<file path="config.mk">
export PLATFORM = sky130hd
export DESIGN_NAME = stepper_tone_generator_limit_reverse
export DESIGN_NICKNAME = d
export VERILOG_FILES = /design/src/design/stgl_pkg.sv /design/src/design/stgl_ctrl.sv /design/src/design/stgl_dp.sv /design/src/design/stepper_tone_generator_limit_reverse.sv
export VERILOG_INCLUDE_DIRS = /design/src /design/src/design
export SDC_FILE = /design/constraint.sdc
export NUM_CORES = 1
export LEC_CHECK = 0
export ABC_AREA = 1
export BUFFER_PORTS_ARGS = -buffer_cell sky130_fd_sc_hd__buf_4
export CORE_MARGIN = 3
export CORE_UTILIZATION = 35
export CTS_CLUSTER_SIZE = 24
export DETAILED_ROUTE_END_ITERATION = 12
export SKIP_CTS_REPAIR_TIMING = 1
export SYNTH_ARGS = -nofsm -noshare
export SYNTH_HDL_FRONTEND = slang
export SYNTH_SLANG_ARGS = --single-unit
</file>
<file path="constraint.sdc">
create_clock -name aclk -period 4.8 [get_ports aclk]
set_clock_uncertainty 0.15 [all_clocks]
set_input_delay 0.72 -clock aclk [delete_from_list [all_inputs] [get_ports aclk]]
set_output_delay 0.72 -clock aclk [all_outputs]
set_load 0.01 [all_outputs]
</file>
<file path="src/design/stepper_tone_generator_limit_reverse_assert.svh">
// ----------------------------------------------------------------------------
// stepper_tone_generator_limit_reverse_assert.svh
// assertion macros for the stepper tone generator, clocked on aclk and
// disabled while aresetn is low
// ----------------------------------------------------------------------------
`ifndef STEPPER_TONE_GENERATOR_LIMIT_REVERSE_ASSERT_SVH
`define STEPPER_TONE_GENERATOR_LIMIT_REVERSE_ASSERT_SVH

// same-cycle implication
`define STGL_ASSERT_IMPL(label, ante, cons) \
    label: assert property (@(posedge aclk) disable iff (!aresetn) (ante) |-> (cons)) \
        else $error("stgl assertion failed");

// next-cycle implication
`define STGL_ASSERT_NEXT(label, ante, cons) \
    label: assert property (@(posedge aclk) disable iff (!aresetn) (ante) |=> (cons)) \
        else $error("stgl assertion failed");

`endif

</file>
<file path="src/design/stgl_pkg.sv">
// ----------------------------------------------------------------------------
// stgl_pkg
// shared types, constants and the note period table of the stepper tone
// generator
// ----------------------------------------------------------------------------
`default_nettype none

package stgl_pkg;

    localparam int NOTE_COUNT  = 128;
    localparam int TIME_WIDTH  = 32;
    localparam int CNT_W       = $clog2(TIME_WIDTH);
    localparam int NOTE_W      = $clog2(NOTE_COUNT);
    localparam int PERIOD_W    = 17;
    localparam int HALF_W      = 16;
    localparam int CHECK_W     = 20;
    localparam int HOLDOFF_W   = 24;
    localparam int CFG_DATA_W  = 24;
    localparam int CFG_ADDR_W  = 1;
    localparam int IN_DATA_W   = 40;
    localparam int OUT_DATA_W  = 8;

    localparam logic [CHECK_W-1:0]   CHECK_RESET   = 20'd10000;
    localparam logic [HOLDOFF_W-1:0] HOLDOFF_RESET = 24'd500000;

    // configuration register indexes
    localparam logic [CFG_ADDR_W-1:0] REG_LIMIT_CHECK_PERIOD = 1'd0;
    localparam logic [CFG_ADDR_W-1:0] REG_REVERSAL_HOLDOFF   = 1'd1;

    typedef enum logic [1:0] {
        OP_TICK     = 2'd0,
        OP_NOTE_ON  = 2'd1,
        OP_NOTE_OFF = 2'd2
    } op_t;

    typedef enum logic [1:0] {
        ST_IDLE,
        ST_CALC,
        ST_APPLY,
        ST_OUT
    } ctrl_state_t;

    // controller to datapath
    typedef struct packed {
        logic load_in;
        logic div_step;
        logic apply;
        logic load_out;
    } stgl_cmd_t;

    // datapath to controller
    typedef struct packed {
        logic period_zero;
        logic div_last;
    } stgl_sts_t;

    // step period in microseconds per midi note, truncated 1e6 / note frequency
    localparam logic [PERIOD_W-1:0] PERIOD_ROM [NOTE_COUNT] = '{
        17'd122312, 17'd115447, 17'd108967, 17'd102851, 17'd97079, 17'd91630,
        17'd86487, 17'd81633, 17'd77051, 17'd72727, 17'd68645, 17'd64792,
        17'd61156, 17'd57723, 17'd54483, 17'd51425, 17'd48539, 17'd45815,
        17'd43243, 17'd40816, 17'd38525, 17'd36363, 17'd34322, 17'd32396,
        17'd30578, 17'd28861, 17'd27241, 17'd25712, 17'd24269, 17'd22907,
        17'd21621, 17'd20408, 17'd19262, 17'd18181, 17'd17161, 17'd16198,
        17'd15289, 17'd14430, 17'd13620, 17'd12856, 17'd12134, 17'd11453,
        17'd10810, 17'd10204, 17'd9631, 17'd9090, 17'd8580, 17'd8099,
        17'd7644, 17'd7215, 17'd6810, 17'd6428, 17'd6067, 17'd5726,
        17'd5405, 17'd5102, 17'd4815, 17'd4545, 17'd4290, 17'd4049,
        17'd3822, 17'd3607, 17'd3405, 17'd3214, 17'd3033, 17'd2863,
        17'd2702, 17'd2551, 17'd2407, 17'd2272, 17'd2145, 17'd2024,
        17'd1911, 17'd1803, 17'd1702, 17'd1607, 17'd1516, 17'd1431,
        17'd1351, 17'd1275, 17'd1203, 17'd1136, 17'd1072, 17'd1012,
        17'd955, 17'd901, 17'd851, 17'd803, 17'd758, 17'd715,
        17'd675, 17'd637, 17'd601, 17'd568, 17'd536, 17'd506,
        17'd477, 17'd450, 17'd425, 17'd401, 17'd379, 17'd357,
        17'd337, 17'd318, 17'd300, 17'd284, 17'd268, 17'd253,
        17'd238, 17'd225, 17'd212, 17'd200, 17'd189, 17'd178,
        17'd168, 17'd159, 17'd150, 17'd142, 17'd134, 17'd126,
        17'd119, 17'd112, 17'd106, 17'd100, 17'd94, 17'd89,
        17'd84, 17'd79
    };

endpackage

`default_nettype wire

</file>
<file path="src/design/stgl_ctrl.sv">
// ----------------------------------------------------------------------------
// stgl_ctrl
// sequencer: accepts a transaction, runs the remainder loop for ticks while a
// note plays, applies the update and hands the result to the output register
// ----------------------------------------------------------------------------
`default_nettype none

module stgl_ctrl
    import stgl_pkg::*;
(
    input  wire logic       aclk,
    input  wire logic       aresetn,
    input  wire logic       s_tvalid,
    output logic            s_tready,
    input  wire logic [1:0] s_op,
    output logic            m_tvalid,
    input  wire logic       m_tready,
    output stgl_cmd_t       cmd,
    input  wire stgl_sts_t  sts
);

    ctrl_state_t state_reg, state_next;
    logic        m_valid_reg, m_valid_next;

    // state and output valid registers
    always_ff @(posedge aclk) begin
        if (!aresetn) begin
            state_reg   <= ST_IDLE;
            m_valid_reg <= 1'b0;
        end else begin
            state_reg   <= state_next;
            m_valid_reg <= m_valid_next;
        end
    end

    // next state and commands
    always_comb begin
        state_next = state_reg;
        cmd        = '0;
        s_tready   = 1'b0;
        case (state_reg)
            ST_IDLE: begin
                s_tready = 1'b1;
                if (s_tvalid) begin
                    cmd.load_in = 1'b1;
                    if (s_op == OP_TICK && !sts.period_zero) begin
                        state_next = ST_CALC;
                    end else begin
                        state_next = ST_APPLY;
                    end
                end
            end
            ST_CALC: begin
                cmd.div_step = 1'b1;
                if (sts.div_last) begin
                    state_next = ST_APPLY;
                end
            end
            ST_APPLY: begin
                cmd.apply  = 1'b1;
                state_next = ST_OUT;
            end
            ST_OUT: begin
                if (!m_valid_reg || m_tready) begin
                    cmd.load_out = 1'b1;
                    state_next   = ST_IDLE;
                end
            end
            default: begin
                state_next = ST_IDLE;
            end
        endcase
        m_valid_next = cmd.load_out | (m_valid_reg & ~m_tready);
    end

    assign m_tvalid = m_valid_reg;

endmodule

`default_nettype wire

</file>
<file path="src/design/stgl_dp.sv">
// ----------------------------------------------------------------------------
// stgl_dp
// datapath: configuration registers, motion state, a two-lane bit-serial
// remainder unit and the output register
// ----------------------------------------------------------------------------
`default_nettype none

module stgl_dp
    import stgl_pkg::*;
(
    input  wire logic                  aclk,
    input  wire logic                  aresetn,
    input  wire logic                  cfg_we,
    input  wire logic [CFG_ADDR_W-1:0] cfg_addr,
    input  wire logic [CFG_DATA_W-1:0] cfg_wdata,
    input  wire logic [1:0]            s_op,
    input  wire logic [TIME_WIDTH-1:0] s_time,
    input  wire logic [NOTE_W-1:0]     s_note,
    input  wire logic                  s_limit,
    input  wire stgl_cmd_t             cmd,
    output stgl_sts_t                  sts,
    output logic [2:0]                 out_bits
);

    // configuration
    logic [CHECK_W-1:0]    check_cfg_reg;
    logic [HOLDOFF_W-1:0]  holdoff_cfg_reg;

    // latched transaction
    logic [1:0]            op_reg;
    logic [TIME_WIDTH-1:0] time_reg;
    logic [NOTE_W-1:0]     note_reg;
    logic                  limit_reg;

    // motion state
    logic [PERIOD_W-1:0]   period_reg;
    logic [HALF_W-1:0]     half_reg;
    logic                  step_reg;
    logic                  dir_reg;
    logic                  phase_reg;
    logic [TIME_WIDTH-1:0] holdoff_reg;
    logic                  enabled_reg;

    // remainder unit
    logic [CNT_W-1:0]      cnt_reg;
    logic [CHECK_W-1:0]    rem_p_reg, rem_p_next;
    logic [CHECK_W-1:0]    rem_c_reg, rem_c_next;
    logic [CHECK_W-1:0]    div_p, div_c;
    logic [CHECK_W:0]      trial_p, trial_c;
    logic                  time_bit;

    logic [2:0]            out_reg;

    // tick decisions
    logic                  first_half;
    logic                  step_new;
    logic                  reverse;
    logic [PERIOD_W-1:0]   rom_period;

    // configuration writes
    always_ff @(posedge aclk) begin
        if (!aresetn) begin
            check_cfg_reg   <= CHECK_RESET;
            holdoff_cfg_reg <= HOLDOFF_RESET;
        end else if (cfg_we) begin
            if (cfg_addr == REG_LIMIT_CHECK_PERIOD) begin
                check_cfg_reg <= cfg_wdata[CHECK_W-1:0];
            end
            if (cfg_addr == REG_REVERSAL_HOLDOFF) begin
                holdoff_cfg_reg <= cfg_wdata[HOLDOFF_W-1:0];
            end
        end
    end

    // divisors: a zero check period counts as one
    assign div_p    = {{(CHECK_W-PERIOD_W){1'b0}}, period_reg};
    assign div_c    = (check_cfg_reg == '0) ? CHECK_W'(1) : check_cfg_reg;
    assign time_bit = time_reg[cnt_reg];

    // one restoring step per lane, msb of time first
    always_comb begin
        trial_p = {rem_p_reg, time_bit};
        trial_c = {rem_c_reg, time_bit};
        if (trial_p >= {1'b0, div_p}) begin
            rem_p_next = CHECK_W'(trial_p - {1'b0, div_p});
        end else begin
            rem_p_next = trial_p[CHECK_W-1:0];
        end
        if (trial_c >= {1'b0, div_c}) begin
            rem_c_next = CHECK_W'(trial_c - {1'b0, div_c});
        end else begin
            rem_c_next = trial_c[CHECK_W-1:0];
        end
    end

    // latch transaction and run the remainder loop
    always_ff @(posedge aclk) begin
        if (cmd.load_in) begin
            op_reg    <= s_op;
            time_reg  <= s_time;
            note_reg  <= s_note;
            limit_reg <= s_limit;
            cnt_reg   <= CNT_W'(TIME_WIDTH - 1);
            rem_p_reg <= '0;
            rem_c_reg <= '0;
        end else if (cmd.div_step) begin
            cnt_reg   <= cnt_reg - 1'b1;
            rem_p_reg <= rem_p_next;
            rem_c_reg <= rem_c_next;
        end
    end

    assign sts.div_last    = (cnt_reg == '0);
    assign sts.period_zero = (period_reg == '0);

    // tick outcome from the finished remainders
    assign rom_period = PERIOD_ROM[note_reg];
    assign first_half = rem_c_reg <= (div_c >> 1);
    assign step_new   = rem_p_reg <= {{(CHECK_W-HALF_W){1'b0}}, half_reg};
    assign reverse    = first_half && !phase_reg && (time_reg > holdoff_reg) && limit_reg;

    // motion state update
    always_ff @(posedge aclk) begin
        if (!aresetn) begin
            period_reg  <= '0;
            half_reg    <= '0;
            step_reg    <= 1'b0;
            dir_reg     <= 1'b0;
            phase_reg   <= 1'b0;
            holdoff_reg <= '0;
            enabled_reg <= 1'b0;
        end else if (cmd.apply) begin
            case (op_reg)
                OP_TICK: begin
                    if (period_reg != '0) begin
                        step_reg  <= step_new;
                        phase_reg <= first_half;
                        if (reverse) begin
                            dir_reg     <= ~dir_reg;
                            holdoff_reg <= time_reg
                                + {{(TIME_WIDTH-HOLDOFF_W){1'b0}}, holdoff_cfg_reg};
                        end
                    end
                end
                OP_NOTE_ON: begin
                    enabled_reg <= 1'b1;
                    period_reg  <= rom_period;
                    half_reg    <= rom_period[PERIOD_W-1:1];
                    step_reg    <= 1'b0;
                    phase_reg   <= 1'b0;
                    holdoff_reg <= '0;
                end
                OP_NOTE_OFF: begin
                    enabled_reg <= 1'b0;
                    period_reg  <= '0;
                    half_reg    <= '0;
                    step_reg    <= 1'b0;
                    phase_reg   <= 1'b0;
                    holdoff_reg <= '0;
                end
                default: begin
                end
            endcase
        end
    end

    // output register: enable, direction, step from high to low
    always_ff @(posedge aclk) begin
        if (cmd.load_out) begin
            out_reg <= {enabled_reg, dir_reg, step_reg};
        end
    end

    assign out_bits = out_reg;

endmodule

`default_nettype wire

</file>
<file path="src/design/stepper_tone_generator_limit_reverse.sv">
// ----------------------------------------------------------------------------
// stepper_tone_generator_limit_reverse
// stepper driven as a tone source with direction reversal at a limit switch
// ----------------------------------------------------------------------------
// Each input transaction (tick, note on, note off, or an unused code that
// changes nothing) produces one result with the step, direction and enable
// levels after the update. A tick while a note plays passes the accept
// state, the remainder loop, in which a bit-serial remainder unit forms
// time mod period and time mod check period side by side, one time bit per
// cycle, then the update state and the output load. All other transactions
// skip the remainder loop. A new transaction is accepted once the previous
// result has moved into the output register, even if it is still waiting.
// ----------------------------------------------------------------------------
`default_nettype none

module stepper_tone_generator_limit_reverse
    import stgl_pkg::*;
(
    input  wire logic                  aclk,
    input  wire logic                  aresetn,
    // configuration write port
    input  wire logic                  cfg_we,
    input  wire logic [CFG_ADDR_W-1:0] cfg_addr,
    input  wire logic [CFG_DATA_W-1:0] cfg_wdata,
    // input channel
    input  wire logic                  s_tvalid,
    output logic                       s_tready,
    input  wire logic [IN_DATA_W-1:0]  s_tdata,  // time_us[31:0], note[38:32], limit_hit[39]
    input  wire logic [1:0]            s_tuser,  // operation[1:0]
    // result channel
    output logic                       m_tvalid,
    input  wire logic                  m_tready,
    output logic [OUT_DATA_W-1:0]      m_tdata   // step_level[0], direction[1], enable[2], zero
);

    stgl_cmd_t  cmd;
    stgl_sts_t  sts;
    logic [2:0] out_bits;

    // sequencer
    stgl_ctrl u_ctrl (
        .aclk     (aclk),
        .aresetn  (aresetn),
        .s_tvalid (s_tvalid),
        .s_tready (s_tready),
        .s_op     (s_tuser),
        .m_tvalid (m_tvalid),
        .m_tready (m_tready),
        .cmd      (cmd),
        .sts      (sts)
    );

    // datapath
    stgl_dp u_dp (
        .aclk      (aclk),
        .aresetn   (aresetn),
        .cfg_we    (cfg_we),
        .cfg_addr  (cfg_addr),
        .cfg_wdata (cfg_wdata),
        .s_op      (s_tuser),
        .s_time    (s_tdata[TIME_WIDTH-1:0]),
        .s_note    (s_tdata[TIME_WIDTH+NOTE_W-1:TIME_WIDTH]),
        .s_limit   (s_tdata[TIME_WIDTH+NOTE_W]),
        .cmd       (cmd),
        .sts       (sts),
        .out_bits  (out_bits)
    );

    assign m_tdata = {{(OUT_DATA_W-3){1'b0}}, out_bits};

    // checks
    `include "stepper_tone_generator_limit_reverse_assert.svh"

    // the block is busy right after taking a transaction
    `STGL_ASSERT_NEXT(a_busy_after_accept, s_tvalid && s_tready, !s_tready)
    // the step pin never stands high while the driver is off
    `STGL_ASSERT_IMPL(a_step_needs_enable, m_tvalid, !(m_tdata[0] && !m_tdata[2]))
    // a new result only appears after a transaction was in work
    `STGL_ASSERT_IMPL(a_result_after_work, $rose(m_tvalid), $past(!s_tready))

endmodule

`default_nettype wire

</file>
# Word-level counts from Yosys, hierarchy flattened
# Memories as Yosys holds them, arrays and structs flattened.
# Index checks and enable logic that the tools add are counted.
[word_totals] rom_bits=2176 memories=1 word_cells=101 regBits=206
[op_classes] eq_ne=10 n_lt_le_gt_ge=7 n_addsub=4 n_reduce_logical=25 n_bitwise=6 n_mux=29
[mem_list] memory="(no name shown)" depth=128 word_bits=17 rd=1 rd_ports_with_merged_regs=0 wr=0 line_no="stgl_dp.sv:117" source="assign rom_period = PERIOD_ROM[note_reg];"
[op_table] cell="32-bit 2-to-1 mux" count=2
[op_table] cell="32-bit one-hot mux with 2 select lines" count=1
[op_table] cell="20-bit 2-to-1 mux" count=3
[op_table] cell="17-bit 2-to-1 mux" count=2
[op_table] cell="17-bit one-hot mux with 2 select lines" count=1
[op_table] cell="32-bit by 24-bit adder with 32-bit output" count=1
[op_table] cell="32-bit greater-than comparator" count=1
[op_table] cell="16-bit one-hot mux with 2 select lines" count=1
[op_table] cell="21-bit by 17-bit >= comparator with 1-bit output" count=1
[op_table] cell="21-bit by 20-bit >= comparator with 1-bit output" count=1
[op_table] cell="20-bit by 16-bit less-or-equal comparator with 1-bit output" count=1
[op_table] cell="20-bit by 19-bit less-or-equal comparator with 1-bit output" count=1
[op_table] cell="20-bit logical NOT" count=1
[op_table] cell="20-bit by 17-bit subtractor with 20-bit output" count=1
[op_table] cell="20-bit subtractor" count=1
[op_table] cell="17-bit logical NOT" count=1
[op_table] cell="17-bit nonzero test" count=1
[op_table] cell="1-bit 2-to-1 mux" count=10
[op_table] cell="8-bit >= comparator, second input constant" count=1
[op_table] cell="2-bit 2-to-1 mux" count=4
[op_table] cell="7-bit NOT with 8-bit output" count=1
[op_table] cell="2-bit one-hot mux with 4 select lines" count=1
[op_table] cell="4-bit AND reduction" count=2
[op_table] cell="2-bit equality test, second input constant" count=3
[op_table] cell="19 further kinds" count=38

# Logic depth before layout (Yosys ltp)
# Gate-level depths: netlist of run 1.
[depth] word_depth=9 ltp_mapped=19 depth_no_buf=18

# By module
# A second synthesis of run 1 with hierarchy kept.
[hier_totals] hier_cells=2265 hier_area_um2=14599.0
[modules_own_cells] module="stgl_dp" instances=1 area_each_um2=14302.5 cells_per_inst=2219
[modules_own_cells] module="stgl_ctrl" instances=1 area_each_um2=255.2 cells_per_inst=40
[modules_own_cells] module="stepper_tone_generator_limit_reverse" instances=1 area_each_um2=41.3 cells_per_inst=6

# Worst setup path after synthesis of run 1
# Ideal clock, no wire load.
[synth_timing] path_type="register -> register" from="register u_dp.cnt_reg[0]" to="register u_dp.rem_c_reg[14]" n_path_buf=2 path_slack_ns=1.742 stages_incl_launch_ff=17 period_less_slack_ns=3.058 t_arrival_ns=2.776 t_required_ns=4.518 cell_sequence="dfxtp_1 -> buf_2 -> clkbuf_1 -> o21ai_0 -> o211ai_1 -> nand3_1 -> nand4_1 -> nand2_1 -> ha_1 -> fa_1 -> o21a_1 -> o21ai_0 -> nand2_1 -> nand2_1 -> xor2_1 -> o21ai_0 -> a21oi_1"
[synth_between] elab_chain_len=4 elab_cells_between_ends=5 classes_between="1 x add/sub; 1 x order compare; 3 x mux"
[synth_lines] element="start: declaration" line_no="stgl_dp.sv:45" source="logic [CNT_W-1:0] cnt_reg;"
[synth_lines] element="start signal: assignment" line_no="stgl_dp.sv:103" source="cnt_reg <= CNT_W'(TIME_WIDTH - 1);"
[synth_lines] element="start signal: assignment" line_no="stgl_dp.sv:107" source="cnt_reg <= cnt_reg - 1'b1;"
[synth_lines] element="1-bit binary-select mux with 5-bit select *" line_no="stgl_dp.sv:78" source="assign time_bit = time_reg[cnt_reg];"
[synth_lines] element="1-bit 2-to-1 mux (implied by the code) *" line_no="stgl_dp.sv:78"
[synth_lines] element="20-bit subtractor or 21-bit by 20-bit >= comparator with 1-bit output (tied branches)" line_no="stgl_dp.sv:90, stgl_dp.sv:89"
[synth_lines] element="20-bit 2-to-1 mux *" line_no="stgl_dp.sv:89" source="if (trial_c >= {1'b0, div_c}) begin"
[synth_lines] element="end signal: assignment" line_no="stgl_dp.sv:109" source="rem_c_reg <= rem_c_next;"
[synth_lines] element="end: declaration" line_no="stgl_dp.sv:47" source="logic [CHECK_W-1:0] rem_c_reg, rem_c_next;"
# Mark *: on every way between the ends. The rest lies on a longest branch, timed or not. The select of a mux whose other input is x is not followed.
# A chain may end at the register's enable or synchronous reset.

# Final worst setup path of run 1
[layout_timing] from="register u_dp.cnt_reg[0]" to="register u_dp.rem_p_reg[4]"
[layout_between] elab_chain_len=4 elab_cells_between_ends=5 classes_between="1 x add/sub; 1 x order compare; 3 x mux"
[layout_lines] element="1-bit binary-select mux with 5-bit select *" line_no="stgl_dp.sv:78"
[layout_lines] element="1-bit 2-to-1 mux (implied by the code) *" line_no="stgl_dp.sv:78"
[layout_lines] element="20-bit by 17-bit subtractor with 20-bit output or 21-bit by 17-bit >= comparator with 1-bit output (tied branches)" line_no="stgl_dp.sv:85, stgl_dp.sv:84"
[layout_lines] element="20-bit 2-to-1 mux *" line_no="stgl_dp.sv:84" source="if (trial_p >= {1'b0, div_p}) begin"
[layout_lines] element="end signal: assignment" line_no="stgl_dp.sv:108" source="rem_p_reg <= rem_p_next;"
[layout_lines] element="end: declaration" line_no="stgl_dp.sv:46" source="logic [CHECK_W-1:0] rem_p_reg, rem_p_next;"
# Marks and branches as above.

==> results of run 1 <==
==> power groups by stage <==
| stage | logic [mW] | clock network (mW) | registers, mW |
|---|---|---|---|
| 2_1_floorplan | 5.45 | 0 | 2.26 |
| 3_3_place_gp | 6.92 | 0 | 2.42 |
| 3_5_place_dp | 6.97 | 0 | 2.43 |
| 4_1_cts | 7.01 | 1.46 | 2.40 |
| 5_1_grt | 7.99 | 1.52 | 2.44 |
| 6_report | 7.04 | 1.42 | 2.40 |
==> per-stage QoR <==
step	instances	power, mW	util	instance area [um^2]	hold WS, ns
2_1_floorplan	2298	7.72	-	14900	0.259
3_3_place_gp	2837	9.35	0.381	15800	0.267
3_5_place_dp	2837	9.40	0.381	15800	0.267
4_1_cts	2869	10.9	0.395	16300	0.253
5_1_grt	2869	12.0	0.395	16300	0.253
6_report	2869	10.9	0.395	16300	0.278
==> kinds of logic after synthesis <==
logic type	after synthesis	share of synthesized area
compound gates	447	0.171
xor+xnor	34	0.0201
fa+ha+maj	114	0.0976
buf+inv	412	0.111
flops	190	0.287
other cells	1	0.000253
simple gates	1096	0.313
==> path summary, 6_finish.rpt <==
path | end | slack (ns) | cells past startpoint
setup / recovery | u_dp.rem_p_reg[4] | 0.61 | 16
hold / removal | u_dp.time_reg[15] | 0.28 | 1
setup reg to reg | u_dp.rem_p_reg[4] | 0.61 | 16
hold reg to reg | u_dp.out_bits[2] | 0.28 | 0
==> per-layer routing <==
| metal | track usage | vias up | share of wire |
|---|---|---|---|
| met1 | 0.269 | 6770 | 0.45 |
| met2 | 0.351 | 364 | 0.47 |
| li1 | - | 7498 | - |
| met5 | 0 | - | 0 |
| met3 | 0.0290 | 80 | 0.045 |
| met4 | 0.0674 | 0 | 0.028 |
==> critical path: cells and delay by family (launching register included) <==
kind	cells	cell delay (ns)
AOI/OAI and AO/OA	7	1.34
and+or+nand+nor	6	1.05
DFF	1	0.63
buffers and inverters	2	0.57
adders and majority gates	1	0.30
==> cell usage after synthesis, types with 22 or more instances <==
cell type / n / area [um^2]
nor3_1: 25 / 125
inv_1: 325 / 1220
edfxtp_1: 45 / 1350
a21oi_2: 32 / 280
a21oi_1: 188 / 941
nand3_1: 149 / 746
o21ai_0: 146 / 731
nor2_1: 244 / 916
dfxtp_1: 145 / 2900
nand2_1: 585 / 2200
nand2_2: 35 / 219
clkbuf_1: 49 / 184
o211ai_1: 24 / 180
xnor2_1: 23 / 201
nand4_1: 22 / 138
ha_1: 111 / 1390
==> cell type report <==
class                      count  area (um^2)
fill                        4395        25000
multi-input combinational   1696         8950
sequential                   190         4250
inverter                     330         1240
timing repair buffer          89          668
tap                          532          666
clock buffer                  21          472
clock inverter                11         97.6
==> metrics.txt, run 1 <==
status finished clean; DIE WIDTH 212 um; Tightest Pin Transition 0.984 ns; largest net degree at the start of global routing 56; max incr delay on CP 0.63 ns; Crit path arrival time 4.37 ns; syn_area_per_cell roughly 6.5 um^2; Post-Route WL 46.2 mm; Seq/Total Area, Yosys 0.287; DRC errors left 0; Setup crit end kind flip-flop; clk_lat worst skew 0.46 ns; commonest non-fill, non-tap cell in the layout nand2_1; via count 14.7k; critical path class reg -> reg; synthesis-stage register bit count 190; fin crit period 4.19 ns; post-route ant nets 0; Cell variety after synth 56; Worst Hold Launch s_tdata[15]; most frequent cells in the layout 585 x nand2_1, 324 x inv_1, 243 x nor2_1, 188 x a21oi_1, 149 x nand3_1; core area 0.0414 mm^2; Hold Path Class in -> reg; switching portion of total power 0.532; cell row count 74; worst path required time 4.98 ns; Syn Inst Count 2294; Psw 5.78 mW; reg2reg start u_dp.cnt_reg[0]; final setup fails 0; CP Launch Point u_dp.cnt_reg[0]; Max-Cap Viols 0; Final nets 2510; Num CTS Buffers 17; crit path launch type flip-flop; Leak approximately 7.5 nW; routability cong. 0.950; Initial Util 0.359; Max Fclk around 240 MHz; Clock Root Buffer clkbuf_16; Gate power share 0.648; per-cell routed wire length ~16 um; unrepaired setup endpoints after global routing false; io pins 82; port bufs 76; DR vias/cell 5.13; Final WS setup 0.609 ns; Post-Place Worst Slack about 0.66 ns; Final Hold Viols 0; clock share of power 0.131; Int Power a little over 5 mW; Die Area 0.0449 mm^2; Critical-path top delay cell dfxtp_1; Max Buffers Root-to-Sink 2; DP Wirelength about 36 mm; Async SR Flop Fraction 0; YS warnings 0; DR pass1 iterations 5; global-route wire length before repair 73.6 mm; vias in the first global route 14.0k; Total GRT Usage 0.206; H-Tree Depth 4; TritonCTS clock tree yes; sinks on the clock net 190; period utilization 0.873; Final TNS setup 0 ns; DRT iter0 DRCs 1139; share of layout cells above drive strength 1 0.0894; ANT cells 0; Max Slew Vio Count 0; worst rel slew slack 0.344; die height 212 um; Synth Cell Area roughly 0.015 mm^2; Clock Pin Slew Worst Setup and Hold Paths ~0.080 ns; number of enable flip-flop cells after synthesis between 40 and 50; largest fanout on the critical path 20; worst path cell trace clkinv_1 -> a21oi_1 -> o21ai_0 -> nand3_1 -> nand3_1 -> nand4_1 -> nand2_1 -> ha_1 -> o21ai_1 -> a21oi_1 -> o21ai_2 -> inv_1 -> nand2_1 -> o21ai_0 -> nand3_1 -> a21oi_1; Seq pwr share 0.221; Congestion Overflow GR 0; Top FF cell, synth dfxtp_1; initial antenna violation count 0; VDD IR max 0.498 mV; pwr dens around 660 mW/mm^2; Area growth, synth to finish 10.2%
Note: power is estimated with default switching activity, not from simulation.
==> inputs of run 2 (changes only) <==
--- a/config.mk
+++ b/config.mk
@@ -6,8 +6,8 @@
 export SDC_FILE = /design/constraint.sdc
 export NUM_CORES = 1
 export LEC_CHECK = 0
-export ABC_AREA = 1
 export BUFFER_PORTS_ARGS = -buffer_cell sky130_fd_sc_hd__buf_4
+export CORE_ASPECT_RATIO = 1.5
 export CORE_MARGIN = 3
 export CORE_UTILIZATION = 35
 export CTS_CLUSTER_SIZE = 24
==> run 2 against run 1 <==
Via count fell by 19%. Synthesized area down 9.4%. Critical path depth is 1 lower. Worst setup slack worse by 0.20 ns. Combinational power decreased by 37%. Largest cell class unchanged. Largest power group unchanged. Highest routed layer unchanged.
==> metrics.txt, run 2 <==
DR vias/cell 5.51; Gate power share 0.543; Final TNS setup 0 ns; status finished clean; flop-to-flop setup slack around 0.41 ns; Max Fclk 228 MHz; die height 246 um; Cell variety after synth 80; met2 Track Usage GR 0.325; pwr dens 542 mW/mm^2; Top FF cell, synth dfxtp_1; global-route wire length before repair 60.1 mm; largest fanout on the critical path 11; Int Power 4.60 mW; clock share of power 0.180; Syn Inst Count between 1.5k and 2k; met3 Use GR 0.0255; worst rel slew slack 0.341; core area 0.0378 mm^2; Seq/Total Area, Yosys 0.317; DP Wirelength 28.4 mm; CP Buf/Inv Count 1; via count 11.9k; Synth Cell Area 0.0134 mm^2; TritonCTS clock tree yes; met1 usage 0.217; Congestion Overflow GR 0; cell row count just under 90; Area contributors post-synth dfxtp_1 22%, ha_1 10%, edfxtp_1 10%; Worst Hold Launch s_tdata[32]; Crit path arrival time 4.59 ns; max incr delay on CP 0.56 ns; crit path launch type flip-flop; ANT cells 0; number of enable flip-flop cells after synthesis between 40 and 50; Max-Cap Viols 0; Die Area 0.0408 mm^2; Num CTS Buffers 17; Area growth, synth to finish 11.6%; DIE WIDTH 166 um; port bufs 76; Final nets 1836; Tightest Pin Transition 0.984 ns; DRC errors left 0; post-route ant nets 0; Total GRT Usage 0.180; largest net degree at the start of global routing 94; syn_area_per_cell 8.29 um^2; Max Buffers Root-to-Sink 2; commonest non-fill, non-tap cell in the layout nand2_1; unrepaired setup endpoints after global routing false; worst path cell trace mux4_2 -> mux4_2 -> mux2i_1 -> buf_4 -> ha_1 -> fa_1 -> nor2b_1 -> o31ai_1 -> a221oi_1 -> a21oi_1 -> a21oi_1 -> nand3_1 -> nand3_1 -> mux2i_1 -> nor4_1; Psw around 3.5 mW; Hold Path Class in -> reg; Leak 5.96 nW; top-area cell type share of the netlist area 0.216; count leader, synth nand2_1; initial antenna violation count 0; area leader, netlist dfxtp_1; fin crit period approximately 4.4 ns; Worst Hold Depth 1; DRT iter0 DRCs 722; Async SR Flop Fraction 0; Crit path max-delay family multiplexers; YS warnings 0; Setup crit end kind flip-flop; per-cell routed wire length 17.5 um; Critical-path top delay cell dfxtp_2; reg2reg start u_dp.cnt_reg[0]; vias in the first global route 11.6k; Seq pwr share 0.277; Clock Pin Slew Worst Setup and Hold Paths about 0.08 ns; routability cong. 0.925; synthesis-stage register bit count 190; DR pass1 iterations 5; H-Tree Depth 4; reg2reg path depth 15; Final Hold Viols 0; Clock Root Buffer clkbuf_16; io pins 82; period utilization 0.915; Hold Crit Endpoint u_dp.note_reg[0]; critical path class reg -> reg; worst path required time 5.00 ns; GRT Max-Usage Layer met2; clk_lat worst skew 0.44 ns; share of layout cells above drive strength 1 0.0980; Initial Util 0.356; synth cell count leaders 194 x nand2_1, 145 x dfxtp_1, 112 x nor2_1, 111 x ha_1, 108 x a21oi_1; sinks on the clock net 190; final setup fails 0; Max Slew Vio Count 0; most frequent cells in the layout 194 x nand2_1, 144 x dfxtp_1, 112 x nor2_1, 110 x ha_1, 108 x a21oi_1; Post-Route WL around 38 mm; switching portion of total power 0.434; end of the worst register-to-register path u_dp.rem_c_reg[18]; VDD IR max 0.266 mV; Hold Slack 0.297 ns
-- run 2: cell count changes after synthesis, moves of 24 or more --
cell and delta:
nor2_1 -132, a21oi_2 -31, o21ai_0 -48, a21boi_0 +39, a211oi_1 +33, nand2_1 -391
nand3_1 -110, nand2_2 -35, mux2i_1 +47, a21o_1 +24, nor2b_1 +53, inv_1 -220
a21oi_1 -80
-- run 2: logic make-up (layout without fill, tap and decap cells) --
family | Yosys count | in the layout | share of synthesized area
compound gates | 468 | 468 | 0.231
fa+ha+maj | 114 | 114 | 0.108
flops | 190 | 190 | 0.317
xor+xnor | 58 | 58 | 0.0378
simple gates | 527 | 527 | 0.185
other cells | 1 | 5 | 0.000279
mux | 65 | 65 | 0.0635
buf+inv | 198 | 236 | 0.0588
-- run 2: worst max-delay path by stage --
| stage | to | from | cells after the start | slack (ns) |
|---|---|---|---|---|
| final | u_dp.rem_c_reg[18] | u_dp.cnt_reg[0] | 15 | 0.41 |
| after global routing | u_dp.rem_c_reg[6] | u_dp.cnt_reg[0] | 14 | 0.1 |
| after CTS | u_dp.rem_c_reg[18] | u_dp.cnt_reg[0] | 15 | 0.16 |
| after detailed placement | u_dp.rem_c_reg[18] | u_dp.cnt_reg[0] | 15 | 0.18 |
| after global placement | u_dp.rem_c_reg[18] | u_dp.cnt_reg[0] | 15 | 0.29 |
| after floorplan | u_dp.rem_c_reg[0] | u_dp.cnt_reg[0] | 15 | 0.83 |
-- run 2: cell type report --
type,instances,area [um^2]
inverters,107,402
clock inverters,11,119
well taps,489,612
flip-flops and latches,190,4260
multi-input cells,1237,8410
repair buffers,97,728
fillers,3792,22800
clock buffers,21,472
-- run 2: power groups by stage --
stage	sequential [mW]	combinational (mW)	clock [mW]
detailed placement	2.29	4.38	0
finish	2.25	4.41	1.46
CTS	2.25	4.41	1.49
floorplan	2.14	3.44	0
global route	2.29	4.90	1.55
global placement	2.28	4.34	0
-- run 2: layer usage --
| metal | wire [um] | share of wire |
|---|---|---|
| met2 | 18900 | 0.50 |
| met4 | 1290 | 0.034 |
| met1 | 16000 | 0.43 |
| met5 | 0 | 0 |
| met3 | 1430 | 0.038 |
-- run 2: per-stage QoR --
| step | total power [mW] | cell area (um^2) | cells | util | worst slack, ns |
|---|---|---|---|---|---|
| after floorplan | 5.59 | 13500 | 1625 | - | 0.829 |
| after global placement | 6.62 | 14400 | 2120 | 0.381 | 0.294 |
| after detailed placement | 6.67 | 14400 | 2120 | 0.381 | 0.178 |
| after CTS | 8.15 | 15000 | 2152 | 0.397 | 0.157 |
| after global routing | 8.75 | 15000 | 2152 | 0.397 | 0.0952 |
| final | 8.13 | 15000 | 2152 | 0.397 | 0.406 |
==> inputs of run 3 (changes only) <==
--- a/config.mk
+++ b/config.mk
@@ -9,7 +9,7 @@
 export BUFFER_PORTS_ARGS = -buffer_cell sky130_fd_sc_hd__buf_4
 export CORE_ASPECT_RATIO = 1.5
 export CORE_MARGIN = 3
-export CORE_UTILIZATION = 35
+export CORE_UTILIZATION = 45
 export CTS_CLUSTER_SIZE = 24
 export DETAILED_ROUTE_END_ITERATION = 12
 export SKIP_CTS_REPAIR_TIMING = 1
==> run 3 against run 2 <==
Critical path depth did not move. Global-route usage rose by 5.5 points. Critical endpoint unchanged. First-iteration DRC count fell by 6.5%. Combinational power barely moved. Cell count fell by 4.7%.
==> metrics.txt, run 3 (synthesis gave the netlist of run 2 again) <==
Max-Cap Viols 0; Crit path arrival time 4.54 ns; core area between 0.02 and 0.03 mm^2; DRT iter0 DRCs 675; DIE WIDTH ~150 um; Total GRT Usage 0.235; Clock Pin Slew Worst Setup and Hold Paths 0.07 ns; clk_lat worst skew 0.45 ns; Final TNS setup 0 ns; port bufs 76; DR pass1 iterations 5; crit path launch type flip-flop; sinks on the clock net 190; fin crit period about 4.3 ns; DP Wirelength between 20 and 30 mm; Num CTS Buffers 17; ANT cells 0; Max Fclk around 230 MHz; Post-Route WL 38.2 mm; die height around 220 um; Final nets 1835; worst path required time between 5 and 6 ns; Congestion Overflow GR 0; final setup fails 0; largest fanout on the critical path 11; Max Buffers Root-to-Sink 2; H-Tree Depth 4; period utilization 0.903; routability cong. 0.942; Die Area about 0.032 mm^2; via count 11.9k; Initial Util 0.462; TritonCTS clock tree yes; cell row count 76; share of layout cells above drive strength 1 0.0957; critical path class reg -> reg; Setup crit end kind flip-flop; post-route ant nets 0; Tightest Pin Transition approximately 1.2 ns; largest net degree at the start of global routing 94; VDD IR max approximately 0.27 mV; Clock Root Buffer clkbuf_16; Leak 5.94 nW; Total Power 8.09 mW; global-route wire length before repair about 60 mm; vias in the first global route 11.7k; pwr dens around 540 mW/mm^2; unrepaired setup endpoints after global routing false; Hold Path Class in -> reg; worst rel slew slack 0.218; commonest non-fill, non-tap cell in the layout nand2_1; status finished clean; initial antenna violation count 0; Max Slew Vio Count 0; DRC errors left 0; most frequent cells in the layout 194 x nand2_1, 144 x dfxtp_1, 112 x nor2_1, 110 x ha_1, 108 x a21oi_1; Final Hold Viols 0; Area growth, synth to finish 10.7%; per-cell routed wire length 18.6 um; io pins 82; # fillers 2900; DR vias/cell between 5 and 6
## run 3: cell count changes in the layout (fill, tap and decap cells not counted), sizes merged
cell | previous run | this run
buf | 97 | 96
bufinv | 1 | 0
clkinv | 5 | 9
inv | 112 | 108
## run 3: per-layer routing
metal / wire (um) / global-route usage
met4: 1690 / 0.120
met3: 1500 / 0.0320
met2: 19600 / 0.426
met5: 0 / 0
met1: 15300 / 0.269
## run 3: stage by stage
stage               hold slack (ns)  utilization  instances  worst slack (ns)  area, um^2
CTS                           0.266        0.511       2051             0.162       14900
finish                        0.293        0.511       2051             0.467       14900
floorplan                     0.258            -       1625             0.829       13500
global route                  0.271        0.511       2051             0.192       14900
detailed placement            0.285        0.491       2020             0.208       14300
global placement              0.283        0.491       2020             0.354       14300
## run 3: final timing paths
| path | from | endpoint | slack, ns | cells past startpoint |
|---|---|---|---|---|
| setup / recovery | u_dp.cnt_reg[0] | u_dp.rem_c_reg[18] | 0.47 | 15 |
| hold / removal | s_tdata[17] | u_dp.time_reg[17] | 0.29 | 1 |
| setup reg to reg | u_dp.cnt_reg[0] | u_dp.rem_c_reg[18] | 0.47 | 15 |
| hold reg to reg | u_dp.enabled_reg | u_dp.out_bits[2] | 0.30 | 0 |
## run 3: layout make-up
cell class	instances	area (um^2)	area share
multi-input combinational	1237	8410	0.566
timing repair buffer	96	733	0.0493
inverter	107	402	0.0270
tap	390	488	0.0328
clock buffer	21	504	0.0339
clock inverter	10	75.1	0.00505
sequential	190	4260	0.286
## run 3: power breakdown
part | total (mW) | switching [mW] | internal [mW]
combinational | 4.41 | 2.54 | 1.87
clock | 1.41 | 0.655 | 0.758
sequential | 2.27 | 0.316 | 1.95
total | 8.09 | 3.51 | 4.58
## run 3: critical path, cell delays in order, from the launching register on
cell and delay [ns]:
dfxtp_2 0.59, mux4_2 0.60, mux4_2 0.50, mux2i_1 0.17, buf_4 0.16, ha_1 0.19
fa_1 0.22, nor2b_1 0.08, o31ai_1 0.35, a221oi_1 0.23, a21oi_1 0.27, a21oi_1 0.13
nand3_1 0.11, nand3_1 0.10, mux2i_1 0.12, nor4_1 0.28
